### config.mk
export PLATFORM = sky130hd
export DESIGN_NAME = glyph_cache_stats_scanner_core
export DESIGN_NICKNAME = d
export VERILOG_FILES = /design/src/hdl/gcss_pkg.sv /design/src/hdl/glyph_cache_stats_scanner_core.sv /design/src/hdl/gcss_scan.sv /design/src/hdl/gcss_out.sv
export SDC_FILE = /design/constraint.sdc
export NUM_CORES = 1
export LEC_CHECK = 0
export ABC_CLOCK_PERIOD_IN_PS = 7650
export BUFFER_PORTS_ARGS = -buffer_cell sky130_fd_sc_hd__buf_2
export CORE_MARGIN = 3
export CORE_UTILIZATION = 40
export CTS_BUF_LIST = sky130_fd_sc_hd__clkbuf_4 sky130_fd_sc_hd__clkbuf_8
export DETAILED_ROUTE_END_ITERATION = 8
export GPL_ROUTABILITY_DRIVEN = 0
export PLACE_DENSITY = 0.58
export SYNTH_ARGS = -nofsm -noshare
export SYNTH_HDL_FRONTEND = slang
export SYNTH_HIERARCHICAL = 1
export SYNTH_SLANG_ARGS = --single-unit
### constraint.sdc
create_clock -name aclk -period 7.65 [get_ports aclk]
set_input_delay 1.1475 -clock aclk [delete_from_list [all_inputs] [get_ports aclk]]
set_output_delay 1.1475 -clock aclk [all_outputs]
set_load 0.01 [all_outputs]
### src/hdl/gcss_pkg.sv
// glyph cache stats scanner: shared types, status codes and command tables
// no dependencies

package gcss_pkg;

    localparam int APB_ADDR_BITS = 3;
    localparam logic [0:0] REG_EXPECTED_VERSION = 1'b0;

    localparam logic [1:0] ST_OK    = 2'd0;
    localparam logic [1:0] ST_VER   = 2'd1;
    localparam logic [1:0] ST_CMD   = 2'd2;
    localparam logic [1:0] ST_TRUNC = 2'd3;

    // letter offsets from 'A'
    localparam logic [4:0] LTR_C = 5'd2;
    localparam logic [4:0] LTR_H = 5'd7;
    localparam logic [4:0] LTR_L = 5'd11;
    localparam logic [4:0] LTR_M = 5'd12;
    localparam logic [4:0] LTR_Q = 5'd16;
    localparam logic [4:0] LTR_S = 5'd18;
    localparam logic [4:0] LTR_T = 5'd19;
    localparam logic [4:0] LTR_V = 5'd21;
    localparam logic [4:0] LTR_Z = 5'd25;

    localparam logic [4:0] LETTER_MASK = 5'h1f;

    typedef struct packed {
        logic [7:0] data_byte;
        logic       stream_end;
    } in_item_t;

    typedef struct packed {
        logic [1:0]  status;
        logic [7:0]  version;
        logic [31:0] glyph_count;
        logic [31:0] command_count;
        logic [31:0] byte_count;
    } out_item_t;

    function automatic logic letter_known(input logic [4:0] letter);
        logic k;
        unique case (letter)
            LTR_C, LTR_H, LTR_L, LTR_M, LTR_Q,
            LTR_S, LTR_T, LTR_V, LTR_Z: k = 1'b1;
            default:                    k = 1'b0;
        endcase
        return k;
    endfunction

    // operand bytes per unit of width
    function automatic logic [2:0] operand_mult(input logic [4:0] letter);
        logic [2:0] m;
        unique case (letter)
            LTR_C:                             m = 3'd6;
            LTR_Q, LTR_S:                      m = 3'd4;
            LTR_H, LTR_L, LTR_M, LTR_T, LTR_V: m = 3'd2;
            default:                           m = 3'd0;
        endcase
        return m;
    endfunction

endpackage

### src/hdl/glyph_cache_stats_scanner_core.sv
// Scans a glyph cache file one byte per request and returns one summary per file: status,
// version, glyph count, command count and byte count. A byte is taken every cycle unless the
// input stalls; it is scanned while it sits in the input register, and its result, if any, is
// loaded into the result register when the byte is taken from the input register, so a result
// passes through the input register and then the result register.
// The input stalls only while the result register holds a result that is not taken.
// expected_version lies at APB address 0; counters are COUNTER_BITS wide, reported clipped.
// depends on gcss_pkg, gcss_scan, gcss_out

module glyph_cache_stats_scanner_core #(
    parameter int COUNTER_BITS = 32
) (
    input  logic                                  aclk,
    input  logic                                  aresetn,
    input  logic                                  s_valid,
    output logic                                  s_ready,
    input  gcss_pkg::in_item_t                    s_data,
    output logic                                  m_valid,
    input  logic                                  m_ready,
    output gcss_pkg::out_item_t                   m_data,
    input  logic                                  psel,
    input  logic                                  penable,
    input  logic                                  pwrite,
    input  logic [gcss_pkg::APB_ADDR_BITS-1:0]    paddr,
    input  logic [31:0]                           pwdata,
    output logic [31:0]                           prdata,
    output logic                                  pready
);

    logic               in_valid_reg;
    gcss_pkg::in_item_t in_reg;
    logic [7:0]         exp_ver_reg;

    logic                take;
    logic                out_free;
    logic                res_valid;
    gcss_pkg::out_item_t res;

    // configuration
    assign pready = 1'b1;
    assign prdata = (paddr[2] == gcss_pkg::REG_EXPECTED_VERSION) ? {24'd0, exp_ver_reg}
                                                                  : 32'd0;

    always_ff @(posedge aclk) begin
        if (!aresetn) begin
            exp_ver_reg <= 8'd0;
        end else if (psel && penable && pwrite && paddr[2] == gcss_pkg::REG_EXPECTED_VERSION) begin
            exp_ver_reg <= pwdata[7:0];
        end
    end

    // input register
    assign take    = in_valid_reg && out_free;
    assign s_ready = !in_valid_reg || take;

    always_ff @(posedge aclk) begin
        if (!aresetn) begin
            in_valid_reg <= 1'b0;
        end else if (s_ready) begin
            in_valid_reg <= s_valid;
        end
    end

    always_ff @(posedge aclk) begin
        if (s_ready && s_valid) begin
            in_reg <= s_data;
        end
    end

    gcss_scan #(
        .COUNTER_BITS(COUNTER_BITS)
    ) u_scan (
        .aclk             (aclk),
        .aresetn          (aresetn),
        .item_take        (take),
        .item             (in_reg),
        .expected_version (exp_ver_reg),
        .res_valid        (res_valid),
        .res              (res)
    );

    gcss_out u_out (
        .aclk    (aclk),
        .aresetn (aresetn),
        .load    (take && res_valid),
        .res     (res),
        .free    (out_free),
        .m_valid (m_valid),
        .m_ready (m_ready),
        .m_data  (m_data)
    );

endmodule

### src/hdl/gcss_scan.sv
// glyph cache stats scanner: layout state machine and counters, one byte per request
// depends on gcss_pkg

module gcss_scan #(
    parameter int COUNTER_BITS = 32
) (
    input  logic                aclk,
    input  logic                aresetn,
    input  logic                item_take,
    input  gcss_pkg::in_item_t  item,
    input  logic [7:0]          expected_version,
    output logic                res_valid,
    output gcss_pkg::out_item_t res
);

    localparam logic [3:0] PH_VERSION = 4'd0;
    localparam logic [3:0] PH_NAME    = 4'd1;
    localparam logic [3:0] PH_COUNT   = 4'd2;
    localparam logic [3:0] PH_CODE    = 4'd3;
    localparam logic [3:0] PH_NCMD    = 4'd4;
    localparam logic [3:0] PH_CMD     = 4'd5;
    localparam logic [3:0] PH_SKIP    = 4'd6;
    localparam logic [3:0] PH_DRAIN   = 4'd7;

    localparam logic [COUNTER_BITS-1:0] CNT_MAX = '1;

    logic [3:0]              phase_reg, phase_next;
    logic [2:0]              idx_reg, idx_next;
    logic [31:0]             acc_reg, acc_next;
    logic [7:0]              ver_reg, ver_next;
    logic [31:0]             glyphs_reg, glyphs_next;
    logic [31:0]             glyphs_left_reg, glyphs_left_next;
    logic [15:0]             cmds_left_reg, cmds_left_next;
    logic [5:0]              skip_reg, skip_next;
    logic [COUNTER_BITS-1:0] cmds_seen_reg, cmds_seen_next;
    logic [COUNTER_BITS-1:0] bytes_seen_reg, bytes_seen_next;

    always_comb begin
        logic [7:0]  b;
        logic [4:0]  letter;
        logic [2:0]  width;
        logic        end_cmd;
        logic        end_glyph;
        logic        has_status;
        logic [1:0]  status;
        logic [63:0] cmds_wide;
        logic [63:0] bytes_wide;

        b          = item.data_byte;
        letter     = item.data_byte[4:0] & gcss_pkg::LETTER_MASK;
        width      = item.data_byte[7:5];
        end_cmd    = 1'b0;
        end_glyph  = 1'b0;
        has_status = 1'b0;
        status     = gcss_pkg::ST_OK;

        phase_next       = phase_reg;
        idx_next         = idx_reg;
        acc_next         = acc_reg;
        ver_next         = ver_reg;
        glyphs_next      = glyphs_reg;
        glyphs_left_next = glyphs_left_reg;
        cmds_left_next   = cmds_left_reg;
        skip_next        = skip_reg;
        cmds_seen_next   = cmds_seen_reg;
        bytes_seen_next  = bytes_seen_reg;
        res_valid        = 1'b0;

        if (phase_reg != PH_DRAIN) begin
            bytes_seen_next = (bytes_seen_reg == CNT_MAX) ? bytes_seen_reg
                                                          : bytes_seen_reg + 1'b1;
            unique case (phase_reg)
                PH_VERSION: begin
                    ver_next = b;
                    if (b != expected_version) begin
                        has_status = 1'b1;
                        status     = gcss_pkg::ST_VER;
                    end else begin
                        phase_next = PH_NAME;
                    end
                end
                PH_NAME: begin
                    if (b == 8'd0) begin
                        phase_next = PH_COUNT;
                        idx_next   = 3'd0;
                        acc_next   = 32'd0;
                    end
                end
                PH_COUNT: begin
                    acc_next = {acc_reg[23:0], b};
                    idx_next = idx_reg + 3'd1;
                    if (idx_next >= 3'd4) begin
                        glyphs_next      = acc_next;
                        glyphs_left_next = acc_next;
                        idx_next         = 3'd0;
                        if (acc_next == 32'd0) begin
                            has_status = 1'b1;
                            status     = gcss_pkg::ST_OK;
                        end else begin
                            phase_next = PH_CODE;
                        end
                    end
                end
                PH_CODE: begin
                    idx_next = idx_reg + 3'd1;
                    if (idx_next >= 3'd4) begin
                        idx_next   = 3'd0;
                        acc_next   = 32'd0;
                        phase_next = PH_NCMD;
                    end
                end
                PH_NCMD: begin
                    acc_next = {16'd0, acc_reg[7:0], b};
                    idx_next = idx_reg + 3'd1;
                    if (idx_next >= 3'd2) begin
                        idx_next       = 3'd0;
                        cmds_left_next = acc_next[15:0];
                        if (acc_next[15:0] == 16'd0) begin
                            end_glyph = 1'b1;
                        end else begin
                            phase_next = PH_CMD;
                        end
                    end
                end
                PH_CMD: begin
                    if (!gcss_pkg::letter_known(letter)) begin
                        has_status = 1'b1;
                        status     = gcss_pkg::ST_CMD;
                    end else begin
                        cmds_seen_next = (cmds_seen_reg == CNT_MAX) ? cmds_seen_reg
                                                                    : cmds_seen_reg + 1'b1;
                        cmds_left_next = cmds_left_reg - 16'd1;
                        skip_next      = 6'(gcss_pkg::operand_mult(letter) * width);
                        if (skip_next != 6'd0) begin
                            phase_next = PH_SKIP;
                        end else begin
                            end_cmd = 1'b1;
                        end
                    end
                end
                PH_SKIP: begin
                    skip_next = skip_reg - 6'd1;
                    if (skip_next == 6'd0) begin
                        end_cmd = 1'b1;
                    end
                end
                default: begin
                    phase_next = PH_VERSION;
                end
            endcase

            if (end_cmd) begin
                if (cmds_left_next == 16'd0) begin
                    end_glyph = 1'b1;
                end else begin
                    phase_next = PH_CMD;
                end
            end
            if (end_glyph) begin
                glyphs_left_next = glyphs_left_reg - 32'd1;
                if (glyphs_left_next == 32'd0) begin
                    has_status = 1'b1;
                    status     = gcss_pkg::ST_OK;
                end else begin
                    phase_next = PH_CODE;
                end
            end

            if (!has_status && item.stream_end) begin
                has_status = 1'b1;
                status     = gcss_pkg::ST_TRUNC;
            end
            res_valid = has_status;
        end

        // reported counts are clipped to 32 bits
        cmds_wide  = 64'(cmds_seen_next);
        bytes_wide = 64'(bytes_seen_next);

        res.status        = status;
        res.version       = ver_next;
        res.glyph_count   = glyphs_next;
        res.command_count = (|cmds_wide[63:32]) ? 32'hffff_ffff : cmds_wide[31:0];
        res.byte_count    = (|bytes_wide[63:32]) ? 32'hffff_ffff : bytes_wide[31:0];

        // new file after the last byte, otherwise ignore bytes until the end
        if (item.stream_end) begin
            phase_next       = PH_VERSION;
            idx_next         = 3'd0;
            acc_next         = 32'd0;
            ver_next         = 8'd0;
            glyphs_next      = 32'd0;
            glyphs_left_next = 32'd0;
            cmds_left_next   = 16'd0;
            skip_next        = 6'd0;
            cmds_seen_next   = '0;
            bytes_seen_next  = '0;
        end else if (has_status) begin
            phase_next = PH_DRAIN;
        end
    end

    always_ff @(posedge aclk) begin
        if (!aresetn) begin
            phase_reg       <= PH_VERSION;
            idx_reg         <= 3'd0;
            acc_reg         <= 32'd0;
            ver_reg         <= 8'd0;
            glyphs_reg      <= 32'd0;
            glyphs_left_reg <= 32'd0;
            cmds_left_reg   <= 16'd0;
            skip_reg        <= 6'd0;
            cmds_seen_reg   <= '0;
            bytes_seen_reg  <= '0;
        end else if (item_take) begin
            phase_reg       <= phase_next;
            idx_reg         <= idx_next;
            acc_reg         <= acc_next;
            ver_reg         <= ver_next;
            glyphs_reg      <= glyphs_next;
            glyphs_left_reg <= glyphs_left_next;
            cmds_left_reg   <= cmds_left_next;
            skip_reg        <= skip_next;
            cmds_seen_reg   <= cmds_seen_next;
            bytes_seen_reg  <= bytes_seen_next;
        end
    end

endmodule

### src/hdl/gcss_out.sv
// glyph cache stats scanner: result register toward the m_ channel
// depends on gcss_pkg

module gcss_out (
    input  logic                aclk,
    input  logic                aresetn,
    input  logic                load,
    input  gcss_pkg::out_item_t res,
    output logic                free,
    output logic                m_valid,
    input  logic                m_ready,
    output gcss_pkg::out_item_t m_data
);

    logic                m_valid_reg;
    gcss_pkg::out_item_t m_data_reg;

    assign free    = !m_valid_reg || m_ready;
    assign m_valid = m_valid_reg;
    assign m_data  = m_data_reg;

    always_ff @(posedge aclk) begin
        if (!aresetn) begin
            m_valid_reg <= 1'b0;
        end else if (load) begin
            m_valid_reg <= 1'b1;
        end else if (m_ready) begin
            m_valid_reg <= 1'b0;
        end
    end

    always_ff @(posedge aclk) begin
        if (load) begin
            m_data_reg <= res;
        end
    end

endmodule
==> results of run 1 <==
[cells by family after synthesis]
kind of cell	count (synthesis)	share of synthesized area
adders and majority gates	13	0.0105
AOI/OAI and AO/OA	400	0.176
other	2	0.000462
buffers and inverters	168	0.0478
muxes	21	0.0140
DFF	314	0.458
and+or+nand+nor	771	0.244
xor gates and xnor gates	92	0.0496
[worst max-delay path, cell delays in order, from the launching register on]
cell      delay [ns]
edfxtp_1        0.82
xnor2_1         0.19
mux2i_1         0.10
a21oi_1         0.20
o21ai_0         0.14
and2_1          0.21
ha_1            0.31
ha_1            0.22
fa_1            0.45
nor4_1          0.26
o221ai_1        0.23
o32ai_1         0.40
and3_1          0.28
a31oi_2         0.12
or4_4           0.57
a21oi_1         0.15
and3_4          0.67
buf_4           0.45
[per-layer routing]
layer / wire length (um) / vias up / GRT usage
li1: - / 6610 / -
met1: 20900 / 6644 / 0.291
met2: 19900 / 508 / 0.308
met3: 3450 / 89 / 0.0425
met4: 1250 / 0 / 0.0709
met5: 0 / - / 0
[final timing paths]
check	startpoint	end	slack, ns	cells after the start
max reg2reg	in_reg[2]$_DFFE_PP_	u_out/m_data[6]$_DFFE_PP_	1.48	17
min reg2reg	u_scan/acc_reg[19]$_SDFFE_PN0P_	u_scan/acc_reg[19]$_SDFFE_PN0P_	0.49	2
min	u_scan/acc_reg[19]$_SDFFE_PN0P_	u_scan/acc_reg[19]$_SDFFE_PN0P_	0.49	2
max	in_reg[2]$_DFFE_PP_	u_out/m_data[6]$_DFFE_PP_	1.48	17
[metrics by stage]
step                      cell area, um2   util
after floorplan                    16300      -
after global placement             17200  0.432
after detailed placement           17200  0.432
after CTS                          18400  0.461
after global routing               18400  0.461
final                              18400  0.461
[synthesized netlist by cell type (13+ instances only)]
cell,number
nand2b_1,16
xor2_1,30
nand4_1,18
a22oi_1,87
a21boi_0,39
nor4_1,27
o21ai_0,72
clkbuf_1,94
nor2b_1,67
xnor2_1,62
nand2_1,243
a21o_1,13
dfxtp_1,199
nor2_1,126
nand3_1,80
buf_4,28
and2_1,23
buf_2,15
a22o_1,15
edfxtp_1,115
nor3_1,53
and3_1,32
a21oi_1,49
inv_1,25
or3_1,13
[layout make-up]
class | instances | area, um2 | area share
Clock buffer | 75 | 945 | 0.0513
Tap cell | 525 | 657 | 0.0357
Sequential cell | 314 | 7440 | 0.404
Clock inverter | 25 | 239 | 0.0130
Timing Repair Buffer | 162 | 881 | 0.0478
Multi-Input combinational cell | 1322 | 8150 | 0.443
Inverter | 27 | 101 | 0.00551
[power breakdown]
group / switching (mW) / internal (mW) / total [mW]
clock: 0.704 / 0.966 / 1.67
sequential: 0.0271 / 1.76 / 1.79
combinational: 0.154 / 0.0722 / 0.226
==> run summary, run 1 <==
total power: 3.68 mW
post-DP HPWL: 30100 um
Rel. slew slack: 0.191
Antenna Nets Post-Route: 0
drt total wl: 45500 um
fraction of layout cells with a size suffix above 1: 0.163
Max Slew Vio Count: 0
Vias/cell: 5.65
Inst Count DP: 2350
drt drc: 0
P_leak: 7.10 nW
Mapped Area: 0.0162 mm2
Synth Register Bits: 314
top cells by area, synth: dfxtp_1, edfxtp_1, nand2_1, a22oi_1, xnor2_1
first-pass GRT wire length: 71800 um
CTS H-tree lvls: 2
vias: 13900
Root Buffer: clkbuf_8
Setup WS post-layout: 1.48 ns
clk_skew: 0.0504 ns
Worst Setup Start Kind: register
clock slew at reported path FFs: 0.06 ns
CTS Hold Bufs: 0
clock buffer count from CTS: 54
fmax: 162 MHz
most common cell after layout, fill and taps aside: nand2_1
Slew @ Worst Pin: 1.21 ns
Starting DRT DRC Count: 1237
most frequent cells in the layout: nand2_1, dfxtp_1, buf_2
critical path fanouts, max: 44
Most used DFF post-synth: dfxtp_1
CTS Sinks: 314
final worst path period share: 0.807
clk buf depth: 3
I/O Buffers: 140
Worst Setup End Kind: register
area of the die: 0.0431 mm2
Initial Utilization: 0.407
Hold Slack: 0.487 ns
flip-flop count of the largest register after layout: 106
async set or reset register ratio after synthesis: 0
crit path kind: register to register
antenna violations before repair: 0
final std cells w/o fill: 2450
clock latency on the worst-skew pair: 0.65 ns
Seq/Total Area, Yosys: 0.458
CTS tree: yes
Max VDD drop: 0.122 mV
Sum Neg Setup Slack: 0 ns
pin count of the biggest net entering global routing: 74
min Tclk post-route: 6.17 ns
Rows: 73
fin nets: 1945
Avg Inst Size Synth: 9.12 um2
routed length per instance: 18.6 um
Die X: 208 um
Critical Path RT: 7.92 ns
IO Pins: 192
post-CTS resize count: 0
hold crit path type: register to register
final hold vios: 0
synth unique cells: 97
EDFF count, synth: 115
Chip Height: 208 um
Post-CTS Repair Setup Buffers: 0
Final Setup Violations: 0
Layout area overhead: 13.3%
Power Dens Cells: 200 mW/mm2
Synth area leader: dfxtp_1
Core Area: 0.0399 mm2
vias in the first global route: 12800
Yosys warning total: 6
pre-CTS setup slack: 1.55 ns
RSZ-0062 raised after global routing: false
Max Cap Viol: 0
gr usage total: 0.204
Filler Cells Inserted: 3815
top-area cell type share of the netlist area: 0.245
grt total ovfl: 0
cell count after synthesis: 1781
status: completed
drt first pass iters: 6
ant diodes: 0
crit path DAT: 6.44 ns
No activity file was read; power rests on OpenSTA's default activity.
==> inputs of run 2 (changes only) <==
--- a/config.mk
+++ b/config.mk
@@ -5,7 +5,7 @@
 export SDC_FILE = /design/constraint.sdc
 export NUM_CORES = 1
 export LEC_CHECK = 0
-export ABC_CLOCK_PERIOD_IN_PS = 7650
+export ABC_CLOCK_PERIOD_IN_PS = 5970
 export BUFFER_PORTS_ARGS = -buffer_cell sky130_fd_sc_hd__buf_2
 export CORE_MARGIN = 3
 export CORE_UTILIZATION = 40
==> constraint.sdc (replaced) <==
create_clock -name aclk -period 5.97 [get_ports aclk]
set_input_delay 0.8955 -clock aclk [delete_from_list [all_inputs] [get_ports aclk]]
set_output_delay 0.8955 -clock aclk [all_outputs]
set_load 0.01 [all_outputs]
==> run 2 against run 1 <==
Cell area rose by 0.41%. Sequential cell count unchanged. First-iteration DRC count decreased by 1.4%. Die area unchanged. Setup slack got worse by 0.97 ns. Clock skew down 0.012 ns. Sequential share of layout area fell by 0.16 points. Via count rose by 0.29%. Final cell count grew 0.53%. Register-to-register slack worse by 0.97 ns. Global-route usage rose by 0.23 points. Critical endpoint is now u_out/m_data[77]$_DFFE_PP_.
==> run summary, run 2 (synthesis gave the netlist of run 1 again) <==
Sum Neg Setup Slack: 0 ns (unchanged)
Final Setup Violations: 0 (unchanged)
min Tclk post-route: 5.46 ns (-0.710 ns)
crit path kind: register to register
gr usage total: 0.206 (+0.00226)
combinational share of power: 0.065 (+0.004)
Worst Setup Start Kind: register
Area after DPL: 0.0173 mm2 (+0.46%)
Post-CTS Repair Setup Buffers: 0 (unchanged)
CP max stage delay: 0.56 ns (-0.26 ns)
routed length per instance: 18.6 um (+0.35%)
Filler Cells Inserted: 3827 (+0.31%)
fmax: 183 MHz (+13%)
most frequent cells in the layout: nand2_1, dfxtp_1, buf_2
sequential power share: 0.486 (about the same)
M1 GR Usage: 0.290 (about the same)
fin util: 0.463 (+0.00188)
drt total wl: 45900 um (+0.89%)
Max Cap Viol: 0 (unchanged)
clock buffer count from CTS: 55 (+1.9%)
Initial Utilization: 0.407 (unchanged)
CTS H-tree lvls: 2 (unchanged)
Antenna Nets Post-Route: 0 (unchanged)
clock latency on the worst-skew pair: 0.65 ns (about the same)
ant diodes: 0 (unchanged)
crit path DAT: 5.75 ns (-0.69 ns)
met2 global-route usage: 0.312 (+0.00398)
Max Slew Vio Count: 0 (unchanged)
Rows: 73 (unchanged)
hold crit path type: input pin to register
total power: 4.70 mW (+28%)
CP bufs+invs: 1 (unchanged)
final worst path period share: 0.915 (+0.108)
RSZ-0062 raised after global routing: false
Root Buffer: clkbuf_8
CTS tree: yes
grt total ovfl: 0 (unchanged)
post-CTS resize count: 0 (unchanged)
clock share of power: 0.449 (-0.004)
Power Dens Cells: 254 mW/mm2 (+27%)
clk buf depth: 3 (unchanged)
internal power: 3.55 mW (+27%)
NetSw: 1.15 mW (+30%)
post-DP HPWL: 30400 um (+1.1%)
final std cells w/o fill: 2463 (+0.53%)
status: completed
Multi-input gate area: 0.00815 mm2 (unchanged)
Vias/cell: 5.64 (-0.24%)
Core Area: 0.0399 mm2 (unchanged)
Critical Path RT: 6.25 ns (-1.67 ns)
Starting DRT DRC Count: 1220 (-1.4%)
fin nets: 1955 (+0.51%)
Setup WS post-layout: 0.507 ns (-0.970 ns)
vias: 13900 (+0.29%)
I/O Buffers: 140 (unchanged)
drt drc: 0 (unchanged)
FF/Latch Area: 0.00744 mm2 (unchanged)
Slew @ Worst Pin: 1.15 ns (-0.0564 ns)
Max VDD drop: 0.132 mV (+7.7%)
area of the die: 0.0431 mm2 (unchanged)
CP max stage cell: or4_4
pre-CTS setup slack: 0.584 ns (-0.965 ns)
first-pass GRT wire length: 73000 um (+1.7%)
final hold vios: 0 (unchanged)
Layout area overhead: 13.8%
clk_skew: 0.0382 ns (-0.0122 ns)
flip-flop count of the largest register after layout: 106 (unchanged)
pin count of the biggest net entering global routing: 79 (+6.8%)
Sw Share: 0.245 (+0.00440)
Cell Chain, Critical Path: xnor2_1 -> mux2i_1 -> a21oi_1 -> o21ai_0 -> and2_1 -> ha_1 -> ha_1 -> fa_1 -> nor4_1 -> o221ai_1 -> o32ai_1 -> and3_1 -> a31oi_2 -> or4_4 -> a21oi_1 -> and3_4 -> buf_12
most common cell after layout, fill and taps aside: nand2_1
IO Pins: 192 (unchanged)
post-route cell area: 0.0185 mm2 (+0.41%)
P_leak: 7.16 nW (+0.83%)
met3 usage: 0.0470 (+0.00453)
fraction of layout cells with a size suffix above 1: 0.170 (+0.00665)
vias in the first global route: 13100 (+2.6%)
most used routing layer: met2
Hold Slack: 0.425 ns (-0.0615 ns)
drt first pass iters: 6 (unchanged)
Worst Setup End Kind: register
CTS Hold Bufs: 0 (unchanged)
clock slew at reported path FFs: 0.06 ns (about the same)
Rel. slew slack: 0.225 (+0.0340)
Chip Height: 208 um (unchanged)
CP top delay family: simple AND/OR/NAND/NOR gates
CTS Sinks: 314 (unchanged)
Inst Count DP: 2359 (+0.38%)
antenna violations before repair: 0 (unchanged)
Die X: 208 um (unchanged)
critical path fanouts, max: 68 (+55%)
[run 2: changes by cell type in the layout (fill, tap and decap cells not counted), sizes merged]
| cell | before | now |
|---|---|---|
| bufinv | 5 | 3 |
| buf | 162 | 171 |
| clkinvlp | 1 | 0 |
| clkbuf | 75 | 80 |
| inv | 27 | 28 |
| clkinv | 19 | 20 |
[run 2: worst paths after layout]
kind                            slack, ns                     endpoint                   startpoint  depth (start not counted)
worst min-delay path                 0.43          in_reg[6]$_DFFE_PP_                    s_data[6]                          1
worst min register to register       0.50  exp_ver_reg[6]$_SDFFE_PN0P_  exp_ver_reg[6]$_SDFFE_PN0P_                          2
worst max-delay path                 0.51   u_out/m_data[77]$_DFFE_PP_          in_reg[2]$_DFFE_PP_                         17
worst max register to register       0.51   u_out/m_data[77]$_DFFE_PP_          in_reg[2]$_DFFE_PP_                         17
[run 2: final cells by class]
type / count / area share
clock buffer: 80 / 0.0535
clock inverter: 24 / 0.0103
inverter: 27 / 0.00548
multi-input combinational: 1322 / 0.441
sequential: 314 / 0.402
tap: 525 / 0.0355
timing repair buffer: 171 / 0.0520
[run 2: per-layer routing]
| metal | wire [um] | share of wire | up-vias |
|---|---|---|---|
| li1 | - | - | 6640 |
| met1 | 21000 | 0.46 | 6610 |
| met2 | 19900 | 0.43 | 527 |
| met3 | 3540 | 0.077 | 114 |
| met4 | 1430 | 0.031 | 0 |
| met5 | 0 | 0 | - |
[run 2: power by group through the flow]
| stage | registers (mW) | clock network (mW) | logic (mW) |
|---|---|---|---|
| floorplan | 2.33 | 0 | 0.196 |
| global placement | 2.33 | 0 | 0.303 |
| detailed placement | 2.33 | 0 | 0.305 |
| CTS | 2.28 | 2.17 | 0.306 |
| global route | 2.28 | 2.27 | 0.332 |
| finish | 2.28 | 2.11 | 0.306 |
==> inputs of run 3 (changes only) <==
--- a/config.mk
+++ b/config.mk
@@ -5,6 +5,7 @@
 export SDC_FILE = /design/constraint.sdc
 export NUM_CORES = 1
 export LEC_CHECK = 0
+export ABC_AREA = 1
 export ABC_CLOCK_PERIOD_IN_PS = 5970
 export BUFFER_PORTS_ARGS = -buffer_cell sky130_fd_sc_hd__buf_2
 export CORE_MARGIN = 3
==> run 3 against run 2 <==
Sequential power rose by 3%. Core utilization fell by 0.37 points. Count of clock-buffer cells in the layout is 1 higher. Final cell count grew 17%. Clock power fell by 10%.
==> run summary, run 3 <==
fin util: 0.459 (-0.00367)
Vias/cell: 5.09 (-9.8%)
Seq/Total Area, Yosys: 0.454 (-0.00398)
min Tclk post-route: 4.76 ns (-0.702 ns)
gr usage total: 0.202 (-0.00392)
Core Area: 0.0401 mm2 (+0.46%)
pre-CTS setup slack: 1.26 ns (+0.681 ns)
antenna violations before repair: 0 (unchanged)
Setup WS post-layout: 1.21 ns (+0.702 ns)
Reg-to-Reg Start: in_reg[2]$_DFFE_PP_
post-CTS resize count: 0 (unchanged)
Worst Setup End Kind: register
Initial Utilization: 0.409 (+0.00170)
clock buffer count from CTS: 51 (-7.3%)
Synth Register Bits: 314 (unchanged)
flip-flop count of the largest register after layout: 106 (unchanged)
fmax: 210 MHz (+15%)
vias in the first global route: 13700 (+4.0%)
Max Cap Viol: 0 (unchanged)
pin count of the biggest net entering global routing: 106 (+34%)
worst r2r path cells: 21 (+4)
cell count after synthesis: 2209 (+24%)
drt total wl: 45200 um (-1.6%)
Synth area leader: dfxtp_1
status: completed
vias: 14700 (+5.8%)
final worst path period share: 0.798 (-0.118)
Sum Neg Setup Slack: 0 ns (unchanged)
final hold vios: 0 (unchanged)
most frequent cells after synthesis: nand2_1, nor2_1, inv_1
drt first pass iters: 7 (+1)
crit path DAT: 5.00 ns (-0.75 ns)
hold path depth: 1 (unchanged)
Chip Height: 208 um (+0.42%)
Layout area overhead: 12.4%
hold crit path type: input pin to register
total power: 4.76 mW (+1.4%)
crit path kind: register to register
clock latency on the worst-skew pair: 0.63 ns (-0.02 ns)
Area after DPL: 0.0174 mm2 (+0.44%)
CTS H-tree lvls: 2 (unchanged)
fin nets: 2385 (+22%)
Worst Setup Start Kind: register
top-area cell type share of the netlist area: 0.243 (-0.00213)
async set or reset register ratio after synthesis: 0 (unchanged)
HP Start: s_data[8]
Slew @ Worst Pin: 0.961 ns (-0.192 ns)
Reg-to-Reg End: u_out/m_data[12]$_DFFE_PP_
IO Pins: 192 (unchanged)
post-route cell area: 0.0184 mm2 (-0.34%)
critical path fanouts, max: 105 (+54%)
area of the die: 0.0434 mm2 (+0.85%)
Power Dens Cells: 259 mW/mm2 (+1.7%)
I/O Buffers: 140 (unchanged)
Hold Path Sink: in_reg[8]$_DFFE_PP_
Post-CTS Repair Setup Buffers: 0 (unchanged)
Final Setup Violations: 0 (unchanged)
top cells by area, synth: dfxtp_1, edfxtp_1, nand2_1, a21oi_1, nor2_1
RSZ-0062 raised after global routing: false
clk_skew: 0.0377 ns (-0.000497 ns)
routed length per instance: 15.6 um (-16%)
most common cell after layout, fill and taps aside: nand2_1
grt total ovfl: 0 (unchanged)
CTS tree: yes
CTS Sinks: 314 (unchanged)
CTS Hold Bufs: 0 (unchanged)
most frequent cells in the layout: nand2_1, nor2_1, inv_1
Starting DRT DRC Count: 1105 (-9.4%)
Die X: 208 um (+0.42%)
Rel. slew slack: 0.360 (+0.135)
Root Buffer: clkbuf_8
clk buf depth: 3 (unchanged)
Rows: 73 (unchanged)
synth unique cells: 45 (-54%)
Max Slew Vio Count: 0 (unchanged)
Antenna Nets Post-Route: 0 (unchanged)
top-count cell post-synth: nand2_1
EDFF count, synth: 115 (unchanged)
register-to-register path setup slack: 1.21 ns (+0.70 ns)
fraction of layout cells with a size suffix above 1: 0.121 (-0.0484)
first-pass GRT wire length: 71600 um (-1.9%)
Critical Path RT: 6.21 ns (-0.04 ns)
Mapped Area: 0.0164 mm2 (+0.88%)
Most used DFF post-synth: dfxtp_1
Max VDD drop: 0.121 mV (-8.4%)
Yosys warning total: 6 (unchanged)
ant diodes: 0 (unchanged)
Avg Inst Size Synth: 7.42 um2 (-19%)
clock slew at reported path FFs: 0.06 ns (about the same)
post-DP HPWL: 31700 um (+4.1%)
P_leak: 7.51 nW (+4.8%)
drt drc: 0 (unchanged)
==> run 3: changes by cell type after synthesis, sizes merged, moves of 27 or more <==
cell and change:
nand2 +399, inv +182, a21oi +148, nor2 +121, a22oi -75, nor2b -67
xor2 +43, a21boi -41, o21ai +35, xnor2 -32, and3 -31, clkbuf -27
==> run 3: how the worst max path moves through the flow <==
stage | from | endpoint | slack, ns
global placement | in_reg[4]$_DFFE_PP_ | u_out/m_data[83]$_DFFE_PP_ | 1.31
detailed placement | in_reg[4]$_DFFE_PP_ | u_out/m_data[85]$_DFFE_PP_ | 1.26
global route | in_reg[2]$_DFFE_PP_ | u_out/m_data[39]$_DFFE_PP_ | 0.83
floorplan | in_reg[3]$_DFFE_PP_ | u_out/m_data[0]$_DFFE_PP_ | 1.01
finish | in_reg[2]$_DFFE_PP_ | u_out/m_data[12]$_DFFE_PP_ | 1.21
CTS | in_reg[4]$_DFFE_PP_ | u_out/m_data[39]$_DFFE_PP_ | 1.23
==> run 3: where the power goes <==
part	internal, mW	switching, mW
Sequential	2.29	0.0523
Clock	1.04	0.854
Combinational	0.158	0.371
Total	3.49	1.28
==> run 3: metal layers <==
metal / global-route usage / wire [um] / part of all wire / up-vias
met1: 0.268 / 20100 / 0.44 / 6762
met4: 0.0760 / 1510 / 0.033 / 0
met2: 0.327 / 20700 / 0.46 / 451
met5: 0 / 0 / 0 / -
li1: - / - / - / 7378
met3: 0.0401 / 2930 / 0.065 / 101
==> run 3: final cells by class <==
class	count	area, um2
inverters	212	802
well taps	525	657
flip-flops and latches	314	7440
fillers	4014	21700
clock inverters	15	100
repair buffers	153	823
multi-input cells	1589	7660
clock buffers	81	940
==> run 3: logic make-up after synthesis <==
family	synth area share
AOI/OAI and AO/OA	0.119
xor gates and xnor gates	0.0550
adders and majority gates	0.0104
buffers and inverters	0.0855
DFF	0.454
other	0.000458
and+or+nand+nor	0.276
==> run 3: critical path: stages (launching register included) <==
cell      delay [ns]
edfxtp_1        0.61
inv_1           0.23
a21oi_1         0.09
nand2_1         0.09
nand3_2         0.32
nand2_1         0.22
nor2_1          0.06
ha_1            0.31
ha_1            0.22
fa_1            0.47
nor4_1          0.18
nand2_1         0.10
inv_1           0.09
nand3_1         0.09
nand3_1         0.14
nand3_1         0.11
nand3_1         0.16
nand2_1         0.07
inv_1           0.06
inv_1           0.05
nor2_4          0.15
buf_12          0.42
==> run 3: metrics by stage <==
step	instances	hold slack [ns]
finish	2889	0.443
global route	2889	0.404
CTS	2889	0.390
detailed placement	2793	0.455
global placement	2793	0.451
floorplan	2232	0.445
